===== config.mk =====
export PLATFORM = sky130hd
export DESIGN_NAME = circular_deque_core
export DESIGN_NICKNAME = d
export VERILOG_FILES = /design/src/rtl/core/cdq_pkg.sv /design/src/rtl/core/cdq_ctrl.sv /design/src/rtl/core/cdq_datapath.sv /design/src/rtl/core/circular_deque_core.sv
export SDC_FILE = /design/constraint.sdc
export NUM_CORES = 1
export LEC_CHECK = 0
export BUFFER_PORTS_ARGS = -buffer_cell sky130_fd_sc_hd__clkbuf_2
export CORE_ASPECT_RATIO = 1.75
export CORE_MARGIN = 4
export CORE_UTILIZATION = 60
export DETAILED_ROUTE_END_ITERATION = 7
export HOLD_SLACK_MARGIN = 0.05
export PLACE_DENSITY = 0.78
export SETUP_SLACK_MARGIN = 0.02
export SLEW_MARGIN = 20
export SYNTH_ARGS = -nofsm -noshare
export SYNTH_HDL_FRONTEND = slang
export SYNTH_SLANG_ARGS = --single-unit

===== constraint.sdc =====
create_clock -name clock -period 7.1 [get_ports clock]
set_input_delay 1.065 -clock clock [delete_from_list [all_inputs] [get_ports clock]]
set_output_delay 1.065 -clock clock [all_outputs]
set_load 0.05 [all_outputs]

===== src/rtl/core/cdq_pkg.sv =====
// shared types and constants for the circular deque
`default_nettype none

package cdq_pkg;

   localparam int SLOTS_DEFAULT = 8;
   localparam int DATA_W        = 32;
   localparam int KIND_W        = 3;
   localparam int STATUS_W      = 2;

   typedef enum logic [KIND_W-1:0] {
      KIND_PUSH_FRONT = 3'd0,
      KIND_PUSH_REAR  = 3'd1,
      KIND_POP_FRONT  = 3'd2,
      KIND_POP_REAR   = 3'd3,
      KIND_PEEK_FRONT = 3'd4,
      KIND_PEEK_REAR  = 3'd5
   } kind_type;

   typedef enum logic [STATUS_W-1:0] {
      STATUS_OK    = 2'd0,
      STATUS_FULL  = 2'd1,
      STATUS_EMPTY = 2'd2
   } status_type;

   typedef struct packed {
      logic capture;
      logic execute;
   } cmd_type;

endpackage

`default_nettype wire


===== src/rtl/core/cdq_ctrl.sv =====
// request sequencer for the circular deque
`default_nettype none

module cdq_ctrl (
   input  wire logic             clock,
   input  wire logic             reset,
   input  wire logic             req_tvalid,
   output logic                  req_tready,
   output logic                  rsp_tvalid,
   input  wire logic             rsp_tready,
   output cdq_pkg::cmd_type      cmd
);

   typedef enum logic [2:0] {
      ST_IDLE   = 3'b001,
      ST_ACCESS = 3'b010,
      ST_OUTPUT = 3'b100
   } state_type;

   state_type state_ff;
   state_type state_in;

   always_comb begin
      state_in    = state_ff;
      cmd.capture = 1'b0;
      cmd.execute = 1'b0;
      unique case (state_ff)
         ST_IDLE: begin
            if (req_tvalid) begin
               cmd.capture = 1'b1;
               state_in    = ST_ACCESS;
            end
         end
         ST_ACCESS: begin
            cmd.execute = 1'b1;
            state_in    = ST_OUTPUT;
         end
         ST_OUTPUT: begin
            if (rsp_tready) begin
               state_in = ST_IDLE;
            end
         end
         default: begin
            state_in = ST_IDLE;
         end
      endcase
   end

   always_ff @(posedge clock) begin
      if (reset) begin
         state_ff <= ST_IDLE;
      end else begin
         state_ff <= state_in;
      end
   end

   assign req_tready = (state_ff == ST_IDLE);
   assign rsp_tvalid = (state_ff == ST_OUTPUT);

endmodule

`default_nettype wire


===== src/rtl/core/cdq_datapath.sv =====
// index registers, slot memory and result registers of the circular deque
`default_nettype none

module cdq_datapath #(
   parameter int SLOTS = cdq_pkg::SLOTS_DEFAULT
) (
   input  wire logic                          clock,
   input  wire logic                          reset,
   input  wire cdq_pkg::cmd_type              cmd,
   input  wire logic [cdq_pkg::DATA_W-1:0]    req_tdata,
   input  wire logic [cdq_pkg::KIND_W-1:0]    req_tuser,
   output logic      [cdq_pkg::DATA_W-1:0]    rsp_tdata,
   output logic      [cdq_pkg::STATUS_W-1:0]  rsp_tuser
);

   localparam int IDX_W = $clog2(SLOTS);
   localparam logic [IDX_W-1:0] LAST_IDX = IDX_W'(SLOTS - 1);

   logic [cdq_pkg::DATA_W-1:0] mem [SLOTS];

   logic [IDX_W-1:0]           front_ff;
   logic [IDX_W-1:0]           front_in;
   logic [IDX_W-1:0]           rear_ff;
   logic [IDX_W-1:0]           rear_in;
   cdq_pkg::kind_type          kind_ff;
   logic [cdq_pkg::DATA_W-1:0] word_ff;
   cdq_pkg::status_type        status_ff;
   cdq_pkg::status_type        status_in;
   logic                       hit_ff;
   logic                       hit_in;
   logic [cdq_pkg::DATA_W-1:0] rd_ff;

   logic [IDX_W-1:0]           addr_in;
   logic                       wr_en_in;
   logic [IDX_W-1:0]           front_up;
   logic [IDX_W-1:0]           front_dn;
   logic [IDX_W-1:0]           rear_up;
   logic [IDX_W-1:0]           rear_dn;
   logic                       queue_empty;
   logic                       is_full;

   always_comb begin
      front_up    = (front_ff == LAST_IDX) ? '0 : front_ff + IDX_W'(1);
      front_dn    = (front_ff == '0) ? LAST_IDX : front_ff - IDX_W'(1);
      rear_up     = (rear_ff == LAST_IDX) ? '0 : rear_ff + IDX_W'(1);
      rear_dn     = (rear_ff == '0) ? LAST_IDX : rear_ff - IDX_W'(1);
      queue_empty = (front_ff == rear_ff);
      is_full     = (rear_up == front_ff);
   end

   always_comb begin
      front_in  = front_ff;
      rear_in   = rear_ff;
      status_in = cdq_pkg::STATUS_OK;
      hit_in    = 1'b0;
      wr_en_in  = 1'b0;
      addr_in   = front_up;
      unique case (kind_ff)
         cdq_pkg::KIND_PUSH_FRONT: begin
            if (is_full) begin
               status_in = cdq_pkg::STATUS_FULL;
            end else begin
               wr_en_in = 1'b1;
               addr_in  = front_ff;
               front_in = front_dn;
            end
         end
         cdq_pkg::KIND_PUSH_REAR: begin
            if (is_full) begin
               status_in = cdq_pkg::STATUS_FULL;
            end else begin
               wr_en_in = 1'b1;
               addr_in  = rear_up;
               rear_in  = rear_up;
            end
         end
         cdq_pkg::KIND_POP_FRONT: begin
            if (queue_empty) begin
               status_in = cdq_pkg::STATUS_EMPTY;
            end else begin
               hit_in   = 1'b1;
               addr_in  = front_up;
               front_in = front_up;
            end
         end
         cdq_pkg::KIND_POP_REAR: begin
            if (queue_empty) begin
               status_in = cdq_pkg::STATUS_EMPTY;
            end else begin
               hit_in  = 1'b1;
               addr_in = rear_ff;
               rear_in = rear_dn;
            end
         end
         cdq_pkg::KIND_PEEK_FRONT: begin
            if (queue_empty) begin
               status_in = cdq_pkg::STATUS_EMPTY;
            end else begin
               hit_in  = 1'b1;
               addr_in = front_up;
            end
         end
         cdq_pkg::KIND_PEEK_REAR: begin
            if (queue_empty) begin
               status_in = cdq_pkg::STATUS_EMPTY;
            end else begin
               hit_in  = 1'b1;
               addr_in = rear_ff;
            end
         end
         default: begin
         end
      endcase
   end

   // request capture
   always_ff @(posedge clock) begin
      if (cmd.capture) begin
         kind_ff <= cdq_pkg::kind_type'(req_tuser);
         word_ff <= req_tdata;
      end
   end

   // index update
   always_ff @(posedge clock) begin
      if (reset) begin
         front_ff <= '0;
         rear_ff  <= '0;
      end else if (cmd.execute) begin
         front_ff <= front_in;
         rear_ff  <= rear_in;
      end
   end

   // slot memory, single port with registered read
   always_ff @(posedge clock) begin
      if (cmd.execute) begin
         if (wr_en_in) begin
            mem[addr_in] <= word_ff;
         end
         rd_ff <= mem[addr_in];
      end
   end

   always_ff @(posedge clock) begin
      if (cmd.execute) begin
         status_ff <= status_in;
         hit_ff    <= hit_in;
      end
   end

   assign rsp_tdata = hit_ff ? rd_ff : '0;
   assign rsp_tuser = status_ff;

endmodule

`default_nettype wire


===== src/rtl/core/circular_deque_core.sv =====
// Double-ended queue of 32-bit words in a circular store of SLOTS entries, holding at most
// SLOTS-1 words. Each request beat on req (kind in req_tuser, push word in req_tdata) yields
// exactly one response beat on rsp (word in rsp_tdata, status in rsp_tuser). The request is
// captured at its accepting edge, the following cycle updates the indices and does the
// single-port slot memory access with its registered read, and the response is offered from
// the cycle after that; the next request is accepted in the cycle after the response beat is
// taken, so only one request is in flight at a time.
// Pushes into a full queue and pops or peeks on an empty one are refused with zero data and
// no state change; unknown kinds return zero data with ok status.
`default_nettype none

module circular_deque_core #(
   parameter int SLOTS = cdq_pkg::SLOTS_DEFAULT
) (
   input  wire logic                          clock,
   input  wire logic                          reset,
   input  wire logic                          req_tvalid,
   output logic                               req_tready,
   input  wire logic [cdq_pkg::DATA_W-1:0]    req_tdata,   // push_value
   input  wire logic [cdq_pkg::KIND_W-1:0]    req_tuser,   // req_type
   output logic                               rsp_tvalid,
   input  wire logic                          rsp_tready,
   output logic      [cdq_pkg::DATA_W-1:0]    rsp_tdata,   // read_value
   output logic      [cdq_pkg::STATUS_W-1:0]  rsp_tuser    // status
);

   cdq_pkg::cmd_type cmd;

   cdq_ctrl u_ctrl (
      .clock      (clock),
      .reset      (reset),
      .req_tvalid (req_tvalid),
      .req_tready (req_tready),
      .rsp_tvalid (rsp_tvalid),
      .rsp_tready (rsp_tready),
      .cmd        (cmd)
   );

   cdq_datapath #(
      .SLOTS (SLOTS)
   ) u_datapath (
      .clock     (clock),
      .reset     (reset),
      .cmd       (cmd),
      .req_tdata (req_tdata),
      .req_tuser (req_tuser),
      .rsp_tdata (rsp_tdata),
      .rsp_tuser (rsp_tuser)
   );

endmodule

`default_nettype wire


==> results of run 1 <==
flip-flops by register name, summed over array words and instances, names as in the netlist:
| register | count |
|---|---|
| u_ctrl.state_ff | 3 |
| u_datapath.front_ff | 3 |
| u_datapath.hit_ff | 1 |
| u_datapath.kind_ff | 3 |
| u_datapath.mem | 256 |
| u_datapath.rd_ff | 32 |
| u_datapath.rear_ff | 3 |
| u_datapath.rsp_tuser | 2 |
| u_datapath.word_ff | 32 |
layer usage:
metal / up-vias / GRT usage / routed length, microns
met4: 0 / 0.1094 / 1192
met5: - / 0 / 0
met1: 4402 / 0.3017 / 11560
li1: 4009 / - / -
met3: 86 / 0.03302 / 2114
met2: 416 / 0.4192 / 16370
final cells by class:
class / instances / area share
inverters: 135 / 0.03276
clock buffers: 35 / 0.04837
multi-input cells: 428 / 0.2044
flip-flops and latches: 335 / 0.6445
clock inverters: 19 / 0.01157
repair buffers: 95 / 0.03413
well taps: 300 / 0.02427
worst max-delay path: cells and delay by family (launching register included):
family,cells,cell delay [ns]
and+or+nand+nor,3,2.15
adders and majority gates,1,0.38
buffers and inverters,3,1.01
DFF,1,0.55
AOI/OAI and AO/OA,1,0.23
xor gates and xnor gates,1,0.21
how the worst min path moves through the flow:
stage / slack, ns / start / cells after the start / endpoint
detailed placement: 0.56 / u_datapath.rear_ff[1] / 2 / u_datapath.rear_ff[1]
floorplan: 0.47 / u_ctrl.state_ff[0] / 1 / u_ctrl.state_ff[2]
global route: 0.63 / u_datapath.rear_ff[2] / 2 / u_datapath.rear_ff[2]
global placement: 0.54 / u_datapath.rear_ff[1] / 2 / u_datapath.rear_ff[1]
finish: 0.58 / u_datapath.rear_ff[1] / 2 / u_datapath.rear_ff[1]
CTS: 0.57 / u_datapath.rear_ff[1] / 2 / u_datapath.rear_ff[1]
cells in the final DEF, fill, tap and decap left out, types with 2 or more instances in the layout:
cell type	Yosys	routed
edfxtp_1	326	326
nor4_1	160	160
inv_1	134	134
a2111oi_0	128	128
clkbuf_2	0	74
and2_1	34	34
clkbuf_16	0	29
buf_4	3	21
nand2_1	14	14
dfxtp_1	9	9
nor2_1	9	8
ha_1	8	8
nor3_2	1	7
a21oi_1	6	6
clkinv_1	0	6
clkbuf_1	67	6
xor2_1	5	5
clkinv_2	0	5
or3_1	5	4
nand2b_1	4	4
o21ai_0	4	4
nor3_1	12	4
a211oi_1	4	4
nor3b_1	3	3
bufinv_16	0	3
xnor2_1	2	2
o21ai_1	2	2
mux2_2	2	2
mux2i_1	2	2
nor3_4	0	2
a311oi_1	2	2
clkinvlp_4	0	2
clkinv_4	0	2
power groups by stage:
stage,logic (mW),clock network [mW],registers [mW]
6_report,0.228,1.55,2.24
5_1_grt,0.249,1.65,2.24
4_1_cts,0.228,1.57,2.24
3_5_place_dp,0.226,0,2.28
3_3_place_gp,0.219,0,2.28
2_1_floorplan,0.177,0,2.26
kinds of logic (layout without fill, tap and decap cells):
family                     Yosys count  after routing  synth area share
AOI/OAI and AO/OA                  159            159           0.09654
and+or+nand+nor                    249            249            0.1070
muxes                                4              4          0.003039
adders and majority gates            9              9          0.007867
DFF                                335            335            0.7123
xor gates and xnor gates             7              7          0.004380
buffers and inverters              230            284           0.06892
synth_stat cells (all sizes together), types with 2 or more instances:
cell / count / area, sq um
a2111oi: 128 / 1121
a211oi: 4 / 30.03
a21oi: 7 / 38.79
a311oi: 2 / 17.52
and2: 34 / 212.7
buf: 28 / 206.5
clkbuf: 67 / 251.5
dfxtp: 9 / 180.2
edfxtp: 326 / 9789
ha: 8 / 100.1
inv: 135 / 506.7
mux2: 2 / 22.52
mux2i: 2 / 20.02
nand2: 14 / 52.55
nand2b: 4 / 25.02
nor2: 9 / 33.78
nor3: 13 / 70.07
nor3b: 3 / 22.52
nor4: 160 / 1001
o21ai: 6 / 30.03
o21ba: 2 / 20.02
or2: 2 / 12.52
or3: 5 / 31.28
xnor2: 2 / 17.52
xor2: 5 / 43.79
through the flow:
stage                     power (mW)  hold WS [ns]  setup WS [ns]  instance area [sq um]
after floorplan                2.438        0.4740          1.895                  14000
after global placement         2.495        0.5423          2.373                  14530
after detailed placement       2.504        0.5597          2.183                  14540
after CTS                      4.031        0.5692          2.171                  15460
after global routing           4.135        0.6312          1.884                  15470
final                          4.012        0.5760          2.170                  15470
==> qor.csv, run 1 <==
metric,value,unit
Multi-input gate area,3162,sq um
Netlist cell types,49,
YS warnings,0,
Slew headroom,0.2425,
"Setup Fix Bufs, Post-CTS",0,
Leakage,5.215,nW
largest net degree at the start of global routing,95,
Hold WC Path Type,flop to flop,
Clk network pwr share,0.386,
IO Pins,75,
DRT antenna net count,0,
Async SR Flop Fraction,0,
total CTS buffers,29,
reg2reg setup slack,2.17,ns
htree depth,1,
sequential power share,0.557,
Worst EP arrival,5.15,ns
Crit. End Element,flop,
Worst Tran Pin Value,1.130,ns
Psw,0.8851,mW
Initial DRT Pass Iterations,8,
Setup crit end,u_datapath.mem[4][14],
WS Path Type,flop to flop,
post-layout net count,1071,
vias per cell,6.617,
storage element area,9970,sq um
number of maximum-capacitance violations,0,
maximum vdd drop,0.2188,mV
"Top FF cell, synth",edfxtp_1,
Crit Path Max Fanout,94,
Area growth syn-to-layout,10.51,%
crit path cell chain,inv_1 -> ha_1 -> xnor2_1 -> a41oi_1 -> and2b_4 -> or3_4 -> buf_4 -> nor3_2 -> buf_4,
type of origin of the critical path,flop,
routed len/inst,23.19,microns
placed insts,1293,
final setup TNS,0,ns
# rows,73,
register bit total from synthesis,335,
CTS root buf,clkbuf_16,
clock-pin slew on the worst setup and hold paths,0.07,ns
hold_buf cts,0,
fin crit period,4.930,ns
fillers,1531,
number of global-route vias before repair,9073,
Synth Instances,993,
Power Dens Cells,259.3,nW/um^2
final period utilization,0.6943,
max incr delay on CP,0.94,ns
WP data required,7.32,ns
Synthesized Nets,1040,
global-route wire length before repair,48680,microns
Iter 0 DRT Violations,850,
final hold vios,0,
status,finished clean,
Post-Layout Cell Count,1347,
Worst-Skew Late Latency,0.57,ns
Slew Limit Fails,0,
via count,8913,
Internal Power,3.127,mW
Switching Fraction,0.2206,
final RePlAce weighted congestion,0.8609,
share of cells above drive strength 1,0.1519,
R2R depth,9,
RSZ-0062 raised after global routing,false,
die width,123.5,microns
Initial Util,0.6130,
Gate power share,0.057,
fmax,202.9,MHz
initial antenna violation count,0,
Die H,210.1,microns
sequential share of the synthesized area,0.7123,
clk sinks,335,
clock skew,0.01688,ns
final HPWL from detailed placement,16950,microns
Critical Path Start,u_datapath.rear_ff[0],
total core area,22830,sq um
synthesized area,14000,sq um
Die Area,25930,sq um
total congestion overflow,0,
CP dominant cell by count,buf_4,
number of synthesized flops with an enable pin,326,
IO buf count,74,
DRC Markers,0,
CTS tree,done,
post-CTS sizing,0,
Crit Reg-Reg Endpoint,u_datapath.mem[4][14],
"Slowest-stage cell, CP",nor3_2,
clock tree buffer depth,3,
"Avg Cell Area, Syn",14.10,sq um
final core occ,0.6774,
global routing usage summed across all routing layers,0.2425,
final wirelength,31230,microns
Ant. Diodes,0,
Setup Viol. Count Final,0,
R2R Path Start,u_datapath.rear_ff[0],
(Power assumes the default switching activity.)
==> inputs of run 2 (changes only) <==
Settings changed: ABC_AREA set to 1.
Clock period 7.1 ns to 5.04 ns, I/O delays scaled along.
==> run 2 against run 1 <==
- utilization rose by 0.20 points
- total power grew 51%
- area after synthesis rose by 2.7%
- largest cell class unchanged
- synthesized cell count grew 31%
- clock skew is essentially flat
- worst setup slack worse by 1.0 ns
- routed wire length decreased by 3.0%
- global-route usage down 1.4 points
- critical path type unchanged
- sequential power increased by 42%
- clock-buffer cell count fell by 2
- critical path depth rose by 9
- cell area up 3.3%
==> qor.csv, run 2 <==
metric,value,unit,change
status,finished clean,,
DRC Markers,0,,unchanged
Hold WC Path Type,primary input to flop,,
total core area,23520,sq um,+3.0%
"Top FF cell, synth",edfxtp_1,,
Leakage,6.644,nW,+27%
clock tree buffer depth,3,,unchanged
"Setup Fix Bufs, Post-CTS",0,,unchanged
Switching Fraction,0.2346,,+0.01400
initial antenna violation count,0,,unchanged
Worst-Skew Late Latency,0.56,ns,about the same
sequential power share,0.524,,-0.033
RSZ-0062 raised after global routing,false,,
Synthesized Nets,1347,,+30%
DP Worst Slack,1.249,ns,-0.9339 ns
"most common cell after layout, fill and taps aside",nand2_1,,
number of global-route vias before repair,9291,,+2.4%
Crit. End Element,flop,,
"area leader, netlist",edfxtp_1,,
Power Dens Cells,379.4,nW/um^2,+46%
WP data required,5.47,ns,-1.85 ns
CTS root buf,clkbuf_16,,
final period utilization,0.7732,,+0.07886
clock skew,0.01647,ns,-0.0004060 ns
final setup TNS,0,ns,unchanged
YS warnings,0,,unchanged
fmax,256.6,MHz,+27%
"commonest non-fill, non-tap cells in the layout","552 x nand2_1, 326 x edfxtp_1, 133 x nand4_1",,
"Slowest-stage cell, CP",buf_4,,
reg2reg setup slack,1.14,ns,-1.03 ns
final wirelength,30290,microns,-3.0%
Slew Limit Fails,0,,unchanged
# rows,74,,+1.4%
CP dominant cell by count,nand2_1,,
final HPWL from detailed placement,16440,microns,-3.0%
max FFs per register,256,,unchanged
maximum vdd drop,0.3302,mV,+51%
"Avg Cell Area, Syn",11.05,sq um,-22%
IO buf count,74,,unchanged
routed len/inst,18.05,microns,-22%
htree depth,1,,unchanged
Area growth syn-to-layout,11.20,%,
DRT antenna net count,0,,unchanged
Die H,212.7,microns,+1.3%
max incr delay on CP,0.78,ns,-0.16 ns
Gate power share,0.093,,+0.036
share of cells above drive strength 1,0.1237,,-0.02814
number of synthesized flops with an enable pin,326,,unchanged
Post-synth top cells,"552 x nand2_1, 326 x edfxtp_1, 133 x nand4_1",,
dominant cells by area after synthesis,"edfxtp_1 68%, nand2_1 14%, nand4_1 5.8%, inv_1 3.1%, buf_2 1.6%",,
Async SR Flop Fraction,0,,unchanged
crit path cell chain,ha_1 -> ha_1 -> inv_1 -> nand2_1 -> nand2_1 -> nor2_4 -> nand3_2 -> nand2_2 -> nand2_4 -> nand3_4 -> buf_4 -> buf_4 -> nand2_1 -> nand2_1 -> nand2_1 -> nand2_1 -> inv_1 -> nand2_1,,
via count,9401,,+5.5%
post-layout net count,1400,,+31%
total CTS buffers,29,,unchanged
global routing usage summed across all routing layers,0.2282,,-0.01426
CTS tree,done,,
type of origin of the critical path,flop,,
clock-pin slew on the worst setup and hold paths,0.07,ns,about the same
buffer and inverter count on the worst path,4,,+1
Internal Power,4.640,mW,+48%
Initial Util,0.6110,,-0.002005
Die Area,26590,sq um,+2.5%
top flop regs,"u_datapath.mem: 256 flops, u_datapath.rd_ff: 32 flops, u_datapath.word_ff: 32 flops",,
Clk network pwr share,0.383,,-0.003
setup ws final,1.143,ns,-1.027 ns
Initial DRT Pass Iterations,6,,-2
IO Pins,75,,unchanged
total congestion overflow,0,,unchanged
vias per cell,5.603,,-15%
Synth Instances,1300,,+31%
global-route wire length before repair,47820,microns,-1.8%
sequential share of the synthesized area,0.6938,,-0.01842
clk sinks,335,,unchanged
Crit Path Max Fanout,77,,-18%
Psw,1.422,mW,+61%
largest reg by FF count,u_datapath.mem,,
Netlist cell types,27,,-45%
Ant. Diodes,0,,unchanged
register bit total from synthesis,335,,unchanged
die width,125.0,microns,+1.2%
post-CTS sizing,0,,unchanged
hold_buf cts,0,,unchanged
synthesized area,14370,sq um,+2.7%
Worst EP arrival,4.33,ns,-0.82 ns
Worst Tran Pin Value,1.112,ns,-0.01815 ns
Iter 0 DRT Violations,940,,+11%
final hold vios,0,,unchanged
top-count cell post-synth,nand2_1,,
top cell type's share of synthesized area,0.6813,,-0.01809
number of maximum-capacitance violations,0,,unchanged
Hold Slack,0.3699,ns,-0.2061 ns
fin crit period,3.897,ns,-1.033 ns
Setup Viol. Count Final,0,,unchanged
final RePlAce weighted congestion,0.8666,,+0.66%
final core occ,0.6794,,+0.001975
"delay-heaviest family, CP",simple AND/OR/NAND/NOR gates,,
largest net degree at the start of global routing,89,,-6.3%
WS Path Type,flop to flop,,
Slew headroom,0.2570,,+0.01445
run 2: cell count changes after synthesis, sizes merged, moves of 7 or more:
cell     delta
a2111oi   -128
nand2     +543
inv         -7
buf        +37
nand4     +133
nor3        -7
nor2       +15
and2       -34
nand3      +12
nor4      -160
clkbuf     -60
run 2: power groups by stage:
stage	clock network, mW	logic, mW	registers [mW]
global placement	0	0.534	3.23
CTS	2.35	0.556	3.18
detailed placement	0	0.549	3.24
finish	2.32	0.563	3.18
global route	2.48	0.633	3.18
floorplan	0	0.451	3.22
run 2: per-stage QoR:
stage          instance area (sq um)  total power [mW]  std cells
2_1_floorplan                  14370             3.669       1300
3_3_place_gp                   14860             3.768       1621
3_5_place_dp                   14920             3.785       1623
4_1_cts                        15900             6.085       1675
5_1_grt                        15980             6.292       1678
6_report                       15980             6.062       1678
run 2: layer usage:
metal | vias to the layer above | wire (microns) | global-route usage
met1 | 4459 | 11230 | 0.2710
met2 | 370 | 16010 | 0.4131
met3 | 68 | 2044 | 0.03680
met5 | - | 0 | 0
li1 | 4504 | - | -
met4 | 0 | 1009 | 0.09693
run 2: final timing paths:
path,startpoint,end,depth (start not counted)
setup / recovery,u_datapath.rear_ff[0],u_datapath.rd_ff[10],18
hold / removal,req_tdata[1],u_datapath.word_ff[1],1
setup reg to reg,u_datapath.rear_ff[0],u_datapath.rd_ff[10],18
hold reg to reg,u_ctrl.state_ff[0],u_ctrl.state_ff[2],3
run 2: worst register-to-register path, stage by stage, from the launching register on:
cell     delay [ns]
dfxtp_1        0.36
ha_1           0.21
ha_1           0.30
inv_1          0.07
nand2_1        0.06
nand2_1        0.08
nor2_4         0.13
nand3_2        0.11
nand2_2        0.12
nand2_4        0.32
nand3_4        0.17
buf_4          0.47
buf_4          0.81
nand2_1        0.20
nand2_1        0.11
nand2_1        0.06
nand2_1        0.09
inv_1          0.04
nand2_1        0.06
run 2: layout make-up:
| type | instances | area, sq um |
|---|---|---|
| flip-flops and latches | 335 | 9970 |
| fillers | 1717 | 7540 |
| clock inverters | 19 | 245.2 |
| clock buffers | 33 | 740.7 |
| repair buffers | 94 | 613.1 |
| inverters | 128 | 480.5 |
| well taps | 304 | 380.4 |
| multi-input cells | 765 | 3548 |
run 2: cells by family after synthesis:
kind of cell / synth area share
AOI/OAI and AO/OA: 0.01001
xor gates and xnor gates: 0.001132
adders and majority gates: 0.006966
buffers and inverters: 0.06566
DFF: 0.6938
and+or+nand+nor: 0.2224
==> inputs of run 3 (changes only) <==
Clock period 5.04 ns to 3.8 ns, I/O delays scaled along.
==> run 3 against run 2 <==
- die area did not move
- cell area rose by 0.28%
- routed wire length rose by 0.72%
- clock power rose by 22%
- sequential share of layout area fell by 0.18 points
- maximum frequency rose by 26%
- via count rose by 1.4%
- combinational power rose by 34%
- critical path depth fell by 9
- clock-buffer cell count fell by 1
- first-iteration DRC count rose by 6.9%
- clock skew fell by 0.0041 ns
==> qor.csv, run 3 (same netlist as run 2, synthesis figures left out) <==
metric,value,unit,change
status,finished clean,,
"delay-heaviest family, CP",simple AND/OR/NAND/NOR gates,,
final hold vios,0,,unchanged
final instance area,16020,sq um,+0.28%
crit path cell chain,ha_1 -> ha_1 -> inv_1 -> nand2_1 -> nand4_1 -> nand3_4 -> nand4_1 -> nor2_4 -> buf_4,,
Worst Tran Pin Value,0.6380,ns,-0.4740 ns
number of global-route vias before repair,9303,,+0.13%
vias per cell,5.653,,+0.89%
Worst-Skew Late Latency,0.57,ns,about the same
Area growth syn-to-layout,11.51,%,
final wirelength,30510,microns,+0.72%
Initial DRT Pass Iterations,8,,+2
global routing usage summed across all routing layers,0.2296,,+0.001323
via count,9536,,+1.4%
Crit Path Max Fanout,35,,-55%
"commonest non-fill, non-tap cells in the layout","552 x nand2_1, 326 x edfxtp_1, 133 x nand4_1",,
global-route wire length before repair,48550,microns,+1.5%
buffer and inverter count on the worst path,2,,-2
Placed Area,15120,sq um,+1.4%
Setup Viol. Count Final,0,,unchanged
die width,125.0,microns,unchanged
WP data required,3.99,ns,-1.48 ns
Hold WC Path Type,primary input to flop,,
Power Dens Cells,486.4,nW/um^2,+28%
post-layout net count,1408,,+0.57%
Slew Limit Fails,0,,unchanged
clock skew,0.01236,ns,-0.004115 ns
Die H,212.7,microns,unchanged
post-CTS sizing,0,,unchanged
max FFs per register,256,,unchanged
fin crit period,3.082,ns,-0.8146 ns
largest net degree at the start of global routing,129,,+45%
Iter 0 DRT Violations,1005,,+6.9%
hold_buf cts,0,,unchanged
fillers,1684,,-1.9%
max incr delay on CP,0.49,ns,-0.29 ns
total congestion overflow,0,,unchanged
total CTS buffers,29,,unchanged
clock-pin slew on the worst setup and hold paths,0.06,ns,about the same
# rows,74,,unchanged
CTS root buf,clkbuf_16,,
IO Pins,75,,unchanged
DRC Markers,0,,unchanged
final period utilization,0.8111,,+0.03793
RSZ-0062 raised after global routing,false,,
final setup TNS,0,ns,unchanged
Worst EP arrival,3.27,ns,-1.06 ns
fmax,324.4,MHz,+26%
WS Path Type,flop to flop,,
largest reg by FF count,u_datapath.mem,,
share of cells above drive strength 1,0.1309,,+0.007149
total core area,23520,sq um,unchanged
routed len/inst,18.08,microns,+0.18%
"Slowest-stage cell, CP",nand4_1,,
htree depth,1,,unchanged
"most common cell after layout, fill and taps aside",nand2_1,,
clk sinks,335,,unchanged
top flop regs,"u_datapath.mem: 256 flops, u_datapath.rd_ff: 32 flops, u_datapath.word_ff: 32 flops",,
final RePlAce weighted congestion,0.8783,,+1.4%
clock tree buffer depth,3,,unchanged
IO buf count,74,,unchanged
number of maximum-capacitance violations,0,,unchanged
initial antenna violation count,0,,unchanged
Die Area,26590,sq um,unchanged
Leakage,6.662,nW,+0.26%
Slew headroom,0.5747,,+0.3177
"Setup Fix Bufs, Post-CTS",0,,unchanged
type of origin of the critical path,flop,,
Initial Util,0.6110,,unchanged
maximum vdd drop,0.3987,mV,+21%
final HPWL from detailed placement,17030,microns,+3.6%
Ant. Diodes,0,,unchanged
Crit. End Element,flop,,
DRT antenna net count,0,,unchanged
CTS tree,done,,
-- run 3: power by group --
part | switching, mW | internal (mW) | leakage, nW
Combinational | 0.542 | 0.212 | 3.20
Clock | 1.29 | 1.54 | 0.439
Sequential | 0.0682 | 4.15 | 3.03
-- run 3: worst paths after layout --
| path | startpoint | to | slack (ns) | depth (start not counted) |
|---|---|---|---|---|
| max | u_datapath.front_ff[0] | u_datapath.mem[6][1] | 0.72 | 9 |
| max reg2reg | u_datapath.front_ff[0] | u_datapath.mem[6][1] | 0.72 | 9 |
| min | req_tdata[20] | u_datapath.word_ff[20] | 0.18 | 1 |
| min reg2reg | u_datapath.front_ff[1] | u_datapath.front_ff[1] | 0.56 | 2 |
-- run 3: final cells by class --
cell class | instances | area (sq um) | share of cell area
Sequential cell | 335 | 9970 | 0.6222
Multi-Input combinational cell | 765 | 3548 | 0.2215
Timing Repair Buffer | 102 | 743.2 | 0.04638
Clock buffer | 32 | 737.0 | 0.04599
Inverter | 128 | 481.7 | 0.03006
Tap cell | 304 | 380.4 | 0.02374
Clock inverter | 21 | 162.7 | 0.01015
-- run 3: routing by layer --
layer	global-route usage	wire length, microns	vias to the layer above	share of wire
li1	-	-	4517	-
met4	0.08570	896	0	0.029
met5	0	0	-	0
met3	0.02854	2057	71	0.067
met1	0.2842	11360	4578	0.37
met2	0.4154	16190	370	0.53
-- run 3: through the flow --
step	utilization	total power, mW	cells	worst slack (ns)	hold WS, ns
2_1_floorplan	-	4.866	1300	0.1302	0.4988
3_3_place_gp	0.6422	5.019	1633	0.8063	0.5418
3_5_place_dp	0.6431	5.046	1634	0.7263	0.5464
4_1_cts	0.6813	7.834	1687	0.7030	0.1605
5_1_grt	0.6813	8.076	1687	0.5413	0.1677
6_report	0.6813	7.793	1687	0.7178	0.1796
